$ cat src/hdl/jls_pkg.sv
package jls_pkg;

  localparam int MaxUnknowns = 8;
  localparam int IdxW        = 3;
  localparam int FracBits    = 16;

  typedef enum logic [1:0] {
    CMD_LOAD_COEF  = 2'd0,
    CMD_LOAD_RHS   = 2'd1,
    CMD_LOAD_GUESS = 2'd2,
    CMD_START      = 2'd3
  } cmd_e;

  typedef enum logic [1:0] {
    ST_CONVERGED = 2'd0,
    ST_LIMIT     = 2'd1,
    ST_ZERO_DIAG = 2'd2
  } status_e;

  typedef enum logic [1:0] {
    CFG_MATRIX_SIZE = 2'd0,
    CFG_MAX_ITER    = 2'd1,
    CFG_TOLERANCE   = 2'd2
  } cfg_e;

  typedef enum logic [3:0] {
    S_IDLE, S_DIAG_RD, S_DIAG_CHK, S_ROW_START, S_MAC_RD, S_MAC_MUL, S_MAC_ACC,
    S_DIV_START, S_DIV_WAIT, S_ERR_SQ, S_ERR_ACC, S_DECIDE, S_OUT_RD, S_OUT
  } state_e;

  // divider handshake
  typedef struct packed {
    logic        start;
    logic [65:0] num;   // signed numerator (already scaled)
    logic [31:0] den;   // signed divisor
  } div_req_t;

  typedef struct packed {
    logic        done;
    logic [31:0] quot;  // saturated quotient
  } div_rsp_t;

endpackage

$ cat src/hdl/jls_divider.sv
// Restoring divider, one quotient bit per cycle, saturating to 32-bit signed.
module jls_divider (
  input  logic              clk_i,
  input  logic              rst_ni,
  input  jls_pkg::div_req_t req_i,
  output jls_pkg::div_rsp_t rsp_o
);
  localparam int NW = 66;

  logic [NW-1:0] rem_q, rem_d, quo_q, quo_d, dvs_q, dvs_d;
  logic          neg_q, neg_d, busy_q, busy_d, done_q, done_d;
  logic [6:0]    cnt_q, cnt_d;
  logic [NW-1:0] num_abs, trial, qs;
  logic [NW:0]   rem_sh;
  logic [31:0]   sat;

  always_comb begin
    num_abs = req_i.num[NW-1] ? (~req_i.num + 1'b1) : req_i.num;
    rem_sh  = {rem_q, quo_q[NW-1]};
    trial   = rem_sh[NW-1:0] - dvs_q;
    qs      = neg_q ? (~quo_q + 1'b1) : quo_q;
    if (!neg_q && (quo_q > 66'h0_7FFF_FFFF)) begin
      sat = 32'h7FFF_FFFF;
    end else if (neg_q && (quo_q > 66'h0_8000_0000)) begin
      sat = 32'h8000_0000;
    end else begin
      sat = qs[31:0];
    end
    rem_d = rem_q; quo_d = quo_q; dvs_d = dvs_q; neg_d = neg_q;
    busy_d = busy_q; cnt_d = cnt_q; done_d = 1'b0;
    if (req_i.start) begin
      rem_d  = '0;
      quo_d  = num_abs;
      dvs_d  = req_i.den[31] ? {34'd0, ~req_i.den + 1'b1} : {34'd0, req_i.den};
      neg_d  = req_i.num[NW-1] ^ req_i.den[31];
      busy_d = 1'b1;
      cnt_d  = 7'(NW);
    end else if (busy_q) begin
      if (rem_sh >= {1'b0, dvs_q}) begin
        rem_d = trial;
        quo_d = {quo_q[NW-2:0], 1'b1};
      end else begin
        rem_d = rem_sh[NW-1:0];
        quo_d = {quo_q[NW-2:0], 1'b0};
      end
      cnt_d = cnt_q - 7'd1;
      if (cnt_q == 7'd1) begin
        busy_d = 1'b0;
        done_d = 1'b1;
      end
    end
  end

  always_ff @(posedge clk_i or negedge rst_ni) begin
    if (!rst_ni) begin
      busy_q <= 1'b0;
      done_q <= 1'b0;
      cnt_q  <= '0;
    end else begin
      busy_q <= busy_d;
      done_q <= done_d;
      cnt_q  <= cnt_d;
    end
  end

  always_ff @(posedge clk_i) begin
    rem_q <= rem_d;
    quo_q <= quo_d;
    dvs_q <= dvs_d;
    neg_q <= neg_d;
  end

  assign rsp_o.done = done_q;
  assign rsp_o.quot = sat;
endmodule

$ cat config.mk
export PLATFORM = sky130hd
export DESIGN_NAME = jls_divider
export DESIGN_NICKNAME = d
export VERILOG_FILES = /design/src/hdl/jls_pkg.sv /design/src/hdl/jls_divider.sv
export SDC_FILE = /design/constraint.sdc
export NUM_CORES = 1
export LEC_CHECK = 0
export BUFFER_PORTS_ARGS = -buffer_cell sky130_fd_sc_hd__buf_2
export CAP_MARGIN = 40
export CORE_AREA = 2 2 155 157
export DETAILED_ROUTE_END_ITERATION = 12
export DIE_AREA = 0 0 157 159
export MAX_ROUTING_LAYER = met4
export PLACE_DENSITY = 0.77
export SYNTH_ARGS = -nofsm -noshare
export SYNTH_HDL_FRONTEND = slang
export SYNTH_SLANG_ARGS = --single-unit
$ cat constraint.sdc
create_clock -name clk_i -period 3.55 [get_ports clk_i]
set_clock_uncertainty 0.2 [all_clocks]
set_input_delay 0.71 -clock clk_i [delete_from_list [all_inputs] [get_ports clk_i]]
set_output_delay 0.71 -clock clk_i [all_outputs]
set_load 0.01 [all_outputs]
==> metrics.txt, run 1 <==
status finished with violations; failing checks negative setup slack; Area Overhead vs Synth 22.86%; Max Fclk around 0.26 GHz; DP Worst Slack -0.2552 ns; largest cells by area after synthesis edfxtp_1 (24%), dfxtp_1 (10%), xor2_1 (6.9%), nor2_1 (5.1%), o21ai_0 (4.4%); initial core utilization 0.5442; Post-synth top flop edfxtp_1; Cell Area, Synth 12620 um^2; design area 15510 um^2; VDD IR max 0.0003623 V; Crit Path Class register to output port; Clk pin slew, worst setup/hold paths 0.07 ns; worst skew pair latency 0.43 ns; global-route wire length before repair approximately 57000 um; Final WS setup -0.3487 ns; CTS Buffer Depth 2; min-delay src rem_q[2]$_SDFFE_PP0P_; hpwl dp 25620 um; clock sink total 174; Synth top area share 0.2355; reg2reg setup slack -0.03 ns; Worst Setup SP quo_q[6]$_DFFE_PP_; gpl congestion 0.9617; Cell Pwr Density ~660 nW/um^2; number of global-route vias before repair roughly 12000; worst path required time 2.64 ns; Min-Delay Path Class register to register; count of final hold-check violations 0; max-slew violation count 0; R2R Path Start quo_q[65]$_DFFE_PP_; number of buffers added on ports ~130; Net count, final roughly 1900; vias per std cell 6.157; final setup vio count 35; Max stage delay on crit path 0.44 ns; Seq cells post-synth 174; Total Power 10170 uW; DRT Pass-1 Iters 6; grt ovf 0; largest net degree at the start of global routing 143; Synth async-reset ratio 0.05172; CP cell instances nor4_4, nand2b_4, nand3b_1, or4_4, nand3b_1, o21ai_2, a21oi_4, buf_6, o21ai_1, buf_2; dpl cell area between 10000 and 15000 um^2; RSZ-0062 raised after global routing true; family with the most delay on the worst path simple AND/OR/NAND/NOR gates; Worst EP arrival 2.99 ns; Slew @ Worst Pin roughly 0.68 ns; yosys warns 0; Syn Inst Count 1511; most frequent cell after synthesis nor2_1; post-synth cell types 77; CTS buffer count 17; Tmin final 3.899 ns; synth cell count leaders nor2_1 (172), nand2_1 (129), o21ai_0 (111); total number of vias 12670; Critical Path Slowest Stage Cell or4_4; CTS tree yes; die width 157 um; Die H 159 um; Mapped Nets around 1700; Setup TNS -9.375 ns; worst relative slew slack 0.5467; clock share of power 0.173; Leakage between 0.006 and 0.007 uW; H-tree depth 4; syn avg cell area roughly 8.4 um^2; max-cap violations 0; CTS Root Cell clkbuf_16; fin crit share 1.098; Post-route DRC 0; Initial DRC Count 1075; Pint around 6000 uW; most frequent CP cell nand3b_1; critical path peak fanout 6; Core Region about 23000 um^2; Net Sw Power 4311 uW; # IOs 134; Final ANT Viol Nets 0; row count 56; initial antenna violation count 1; layout cells sized above 1 0.2252; die area 24960 um^2; Total Routing Usage GR 0.2856; Worst Path Buf+Inv 2; Post-synth EDFFs 99; sw frac 0.4238; routed wire length per instance 17.74 um; sequential cell area fraction in the yosys report 0.3580; largest area contributor in the netlist edfxtp_1; startpoint types register; crit end category output port; Routed WL 36500 um; Seq pwr share 0.298; Comb power frac 0.530
cell type report:
cell class                      count  area (um^2)
Inverter                           58        217.7
Clock buffer                       19        432.9
Timing Repair Buffer              278         1918
Sequential cell                   174         4523
Clock inverter                     13        107.6
Multi-Input combinational cell   1194         7904
Tap cell                          319        399.1
Antenna cell                        2        5.005
Fill cell                        1855         7685
flip-flops by register name, indices dropped and copies added (netlist names):
name and count:
cnt_q 7, done_q 1, busy_q 1, dvs_q 32, quo_q 66, rem_q 66
neg_q 1
logic make-up (layout without fill, tap and decap cells):
logic type / count (synthesis) / count (layout) / synth area share
and+or+nand+nor: 563 / 563 / 0.2237
AOI/OAI and AO/OA: 435 / 435 / 0.2252
DFF: 174 / 174 / 0.3580
xor gates and xnor gates: 151 / 151 / 0.1048
buffers and inverters: 143 / 368 / 0.04431
adders and majority gates: 38 / 38 / 0.03826
muxes: 7 / 7 / 0.005650
other: 0 / 2 / 0
power groups by stage:
stage	Clock, uW	Combinational, uW	Sequential [uW]
floorplan	0	3310	2960
global placement	0	4880	3020
detailed placement	0	4950	3030
CTS	1770	5090	3000
global route	1850	5860	3080
finish	1760	5390	3030
per-stage QoR:
step | util | std cells | hold WS (ns)
final | 0.6686 | 2057 | 0.2894
after global routing | 0.6685 | 2056 | 0.3257
after CTS | 0.6508 | 2043 | 0.2867
after detailed placement | 0.6198 | 2003 | 0.2778
after global placement | 0.6195 | 2002 | 0.2657
after floorplan | - | 1511 | 0.2144
repair_timing:
| item | 4_1_cts | 5_1_grt |
|---|---|---|
| pin swaps | 33 | 30 |
| endpoints found under the hold margin | 9 | 0 |
| gates cloned | 2 | 5 |
| gates resized for setup | 53 | 66 |
| setup endpoints to repair | 41 | 82 |
| hold buffers | 1 | 0 |
| buffers inserted | 6 | 7 |
worst register-to-register path, cell delays in order (launching register included):
cell and delay [ns]:
edfxtp_1 0.42, inv_1 0.08, ha_2 0.18, inv_2 0.04, fa_2 0.37, a211oi_2 0.26
o21bai_1 0.12, a211o_1 0.35, a2111oi_4 0.36, buf_4 0.18, nor3_4 0.05, buf_6 0.16
or4_1 0.49, a311oi_1 0.24
final timing paths:
path | end | cells after the start
worst max-delay path | rsp_o[16] | 10
worst min-delay path | rem_q[2]$_SDFFE_PP0P_ | 2
worst max register to register | rem_q[48]$_SDFFE_PP0P_ | 13
worst min register to register | rem_q[2]$_SDFFE_PP0P_ | 2
max in group asynchronous | busy_q$_DFF_PN0_ | 2
min in group asynchronous | cnt_q[0]$_DFFE_PN0P_ | 2
cell usage in the layout (no fill, tap or decap), types with 45 or more instances in the layout:
cell	n
a21oi_1	103
a311oi_1	45
buf_2	132
buf_4	124
dfxtp_1	66
edfxtp_1	99
inv_1	54
nand2_1	129
nor2_1	172
o21ai_0	78
o31ai_1	55
xnor2_1	51
xor2_1	100
layer usage:
layer	vias to the layer above	wire (um)	track usage
li1	6063	-	-
met1	6044	15930	0.3684
met2	478	17680	0.4683
met3	80	2057	0.03348
met4	0	828	0.09133
met5	-	0	-
Power figures use the tool's default switching activity.
==> inputs of run 2 (changes only) <==
--- a/config.mk
+++ b/config.mk
@@ -7,11 +7,14 @@
 export LEC_CHECK = 0
 export BUFFER_PORTS_ARGS = -buffer_cell sky130_fd_sc_hd__buf_2
 export CAP_MARGIN = 40
-export CORE_AREA = 2 2 155 157
+export CELL_PAD_IN_SITES_DETAIL_PLACEMENT = 2
+export CELL_PAD_IN_SITES_GLOBAL_PLACEMENT = 2
+export CORE_AREA = 2 2 199 201
+export CTS_CLUSTER_DIAMETER = 200
 export DETAILED_ROUTE_END_ITERATION = 12
-export DIE_AREA = 0 0 157 159
+export DIE_AREA = 0 0 201 203
 export MAX_ROUTING_LAYER = met4
-export PLACE_DENSITY = 0.77
+export PLACE_DENSITY_LB_ADDON = 0.1
 export SYNTH_ARGS = -nofsm -noshare
 export SYNTH_HDL_FRONTEND = slang
 export SYNTH_SLANG_ARGS = --single-unit
==> metrics.txt, run 2 (synthesis gave the netlist of run 1 again) <==
failing checks negative setup slack; routed wire length per instance 20.52 um; number of global-route vias before repair around 14000; Cells on Worst Hold Path 2; Setup TNS -15.05 ns; filler cell count 4373; Final ANT Viol Nets 0; Worst Hold End rem_q[2]$_SDFFE_PP0P_; Total Routing Usage GR 0.2380; most frequent cells in the layout nor2_1 (172), buf_4 (168), buf_2 (132); ant diodes 0; CTS tree yes; vias per std cell 5.573; count of final hold-check violations 0; commonest non-fill, non-tap cell in the layout nor2_1; Net count, final 1900; final setup vio count 32; VDD IR max 0.0003672 V; Sequential cell area between 4000 and 5000 um^2; largest net degree at the start of global routing 74; Post-route DRC 0; Initial DRC Count about 640; die area 40800 um^2; worst reg2reg path depth 13; R2R Path Start quo_q[65]$_DFFE_PP_; fin crit share 1.147; largest registers quo_q x66, rem_q x66, dvs_q x32; die width 201 um; critical path peak fanout 6; number of buffers added on ports ~130; worst path required time around 2.6 ns; grt ovf 0; gpl congestion 0.8349; Worst EP arrival 3.16 ns; DRT Pass-1 Iters 5; Final WS setup -0.5235 ns; status finished with violations; Tmin final 4.074 ns; global-route wire length before repair 75630 um; Total Power 10730 uW; Final Util 0.4186; worst reg2reg endpoint rem_q[48]$_SDFFE_PP0P_; initial antenna violation count 0; hpwl dp 34960 um; initial core utilization 0.3281; worst relative slew slack 0.4493; area of the multi-input gates 7973 um^2; CTS Buffer Depth 2; crit end category output port; CTS buffer count 17; row count 72; reg2reg setup slack 0 ns; Die H between 200 and 250 um; Area Overhead vs Synth 27.56%; Routed WL about 47000 um; max-slew violation count 0; max-cap violations 0; RSZ-0062 raised after global routing true; startpoint types register; CTS Root Cell clkbuf_16; total number of vias between 10000 and 15000; Cell Pwr Density about 670 nW/um^2; Min-Delay Path Class register to register; Max Fclk approximately 0.25 GHz; Crit Path Class register to output port; Leakage 0.006344 uW; Clk pin slew, worst setup/hold paths 0.07 ns; H-tree depth 4; worst skew pair latency 0.46 ns; min-delay src rem_q[2]$_SDFFE_PP0P_; # IOs about 130; layout cells sized above 1 0.2565; Core Region 38470 um^2; Slew @ Worst Pin 0.8185 ns; clock sink total 174
run 2: area by class of cell:
type,instances,area share
Sequential cell,174,0.2809
Inverter,58,0.01352
Timing Repair Buffer,316,0.1367
Clock inverter,14,0.006761
Multi-Input combinational cell,1194,0.4952
Clock buffer,18,0.02666
Tap cell,518,0.04026
run 2: worst max path at each step:
stage                         from                      to  slack [ns]  depth (start not counted)
2_1_floorplan   quo_q[6]$_DFFE_PP_               rsp_o[10]       -0.05                          9
3_3_place_gp   quo_q[65]$_DFFE_PP_  rem_q[48]$_SDFFE_PP0P_       -0.14                         13
3_5_place_dp   quo_q[65]$_DFFE_PP_  rem_q[48]$_SDFFE_PP0P_       -0.29                         13
4_1_cts         quo_q[3]$_DFFE_PP_                rsp_o[1]       -0.47                         10
5_1_grt         quo_q[3]$_DFFE_PP_                rsp_o[1]       -0.66                         10
6_report        quo_q[3]$_DFFE_PP_               rsp_o[31]       -0.52                         10
run 2: critical path: stages (launching register included):
cell and delay (ns):
edfxtp_1 0.43, nor4_4 0.41, nand2b_4 0.08, nand3b_1 0.19, or4_4 0.45, nand3b_1 0.22, o21ai_2 0.27, a21oi_4 0.18
buf_12 0.18, o21a_1 0.17, buf_2 0.13
run 2: per-layer routing:
metal / up-vias / wire, um / global-route usage
li1: 6125 / - / -
met1: 6445 / 21730 / 0.3001
met5: - / 0 / -
met4: 0 / 834 / 0.06402
met2: 153 / 23490 / 0.4068
met3: 50 / 984 / 0.02456
run 2: power by group:
group          total, uW  internal [uW]  switching (uW)  leakage [uW]
clock               1820            908             907      0.000260
sequential          3020           2620             393       0.00165
combinational       5900           2540            3360       0.00444
run 2: what timing repair did:
action | 4_1_cts | 5_1_grt
gates resized for setup | 64 | 62
hold endpoints to repair | 9 | 0
gates cloned | 2 | 1
buffers inserted | 12 | 8
pin swaps | 21 | 30
hold buffers | 1 | 0
setup endpoints to repair | 48 | 68
run 2: stage by stage:
step	cells	instance area [um^2]	hold WS [ns]	setup WS, ns
after floorplan	1511	12630	0.2144	-0.05222
after detailed placement	2237	14920	0.2830	-0.2917
final	2292	16100	0.2919	-0.5235
after global placement	2237	14920	0.2635	-0.1447
after global routing	2292	16100	0.3259	-0.6578
after CTS	2284	15740	0.2951	-0.4744
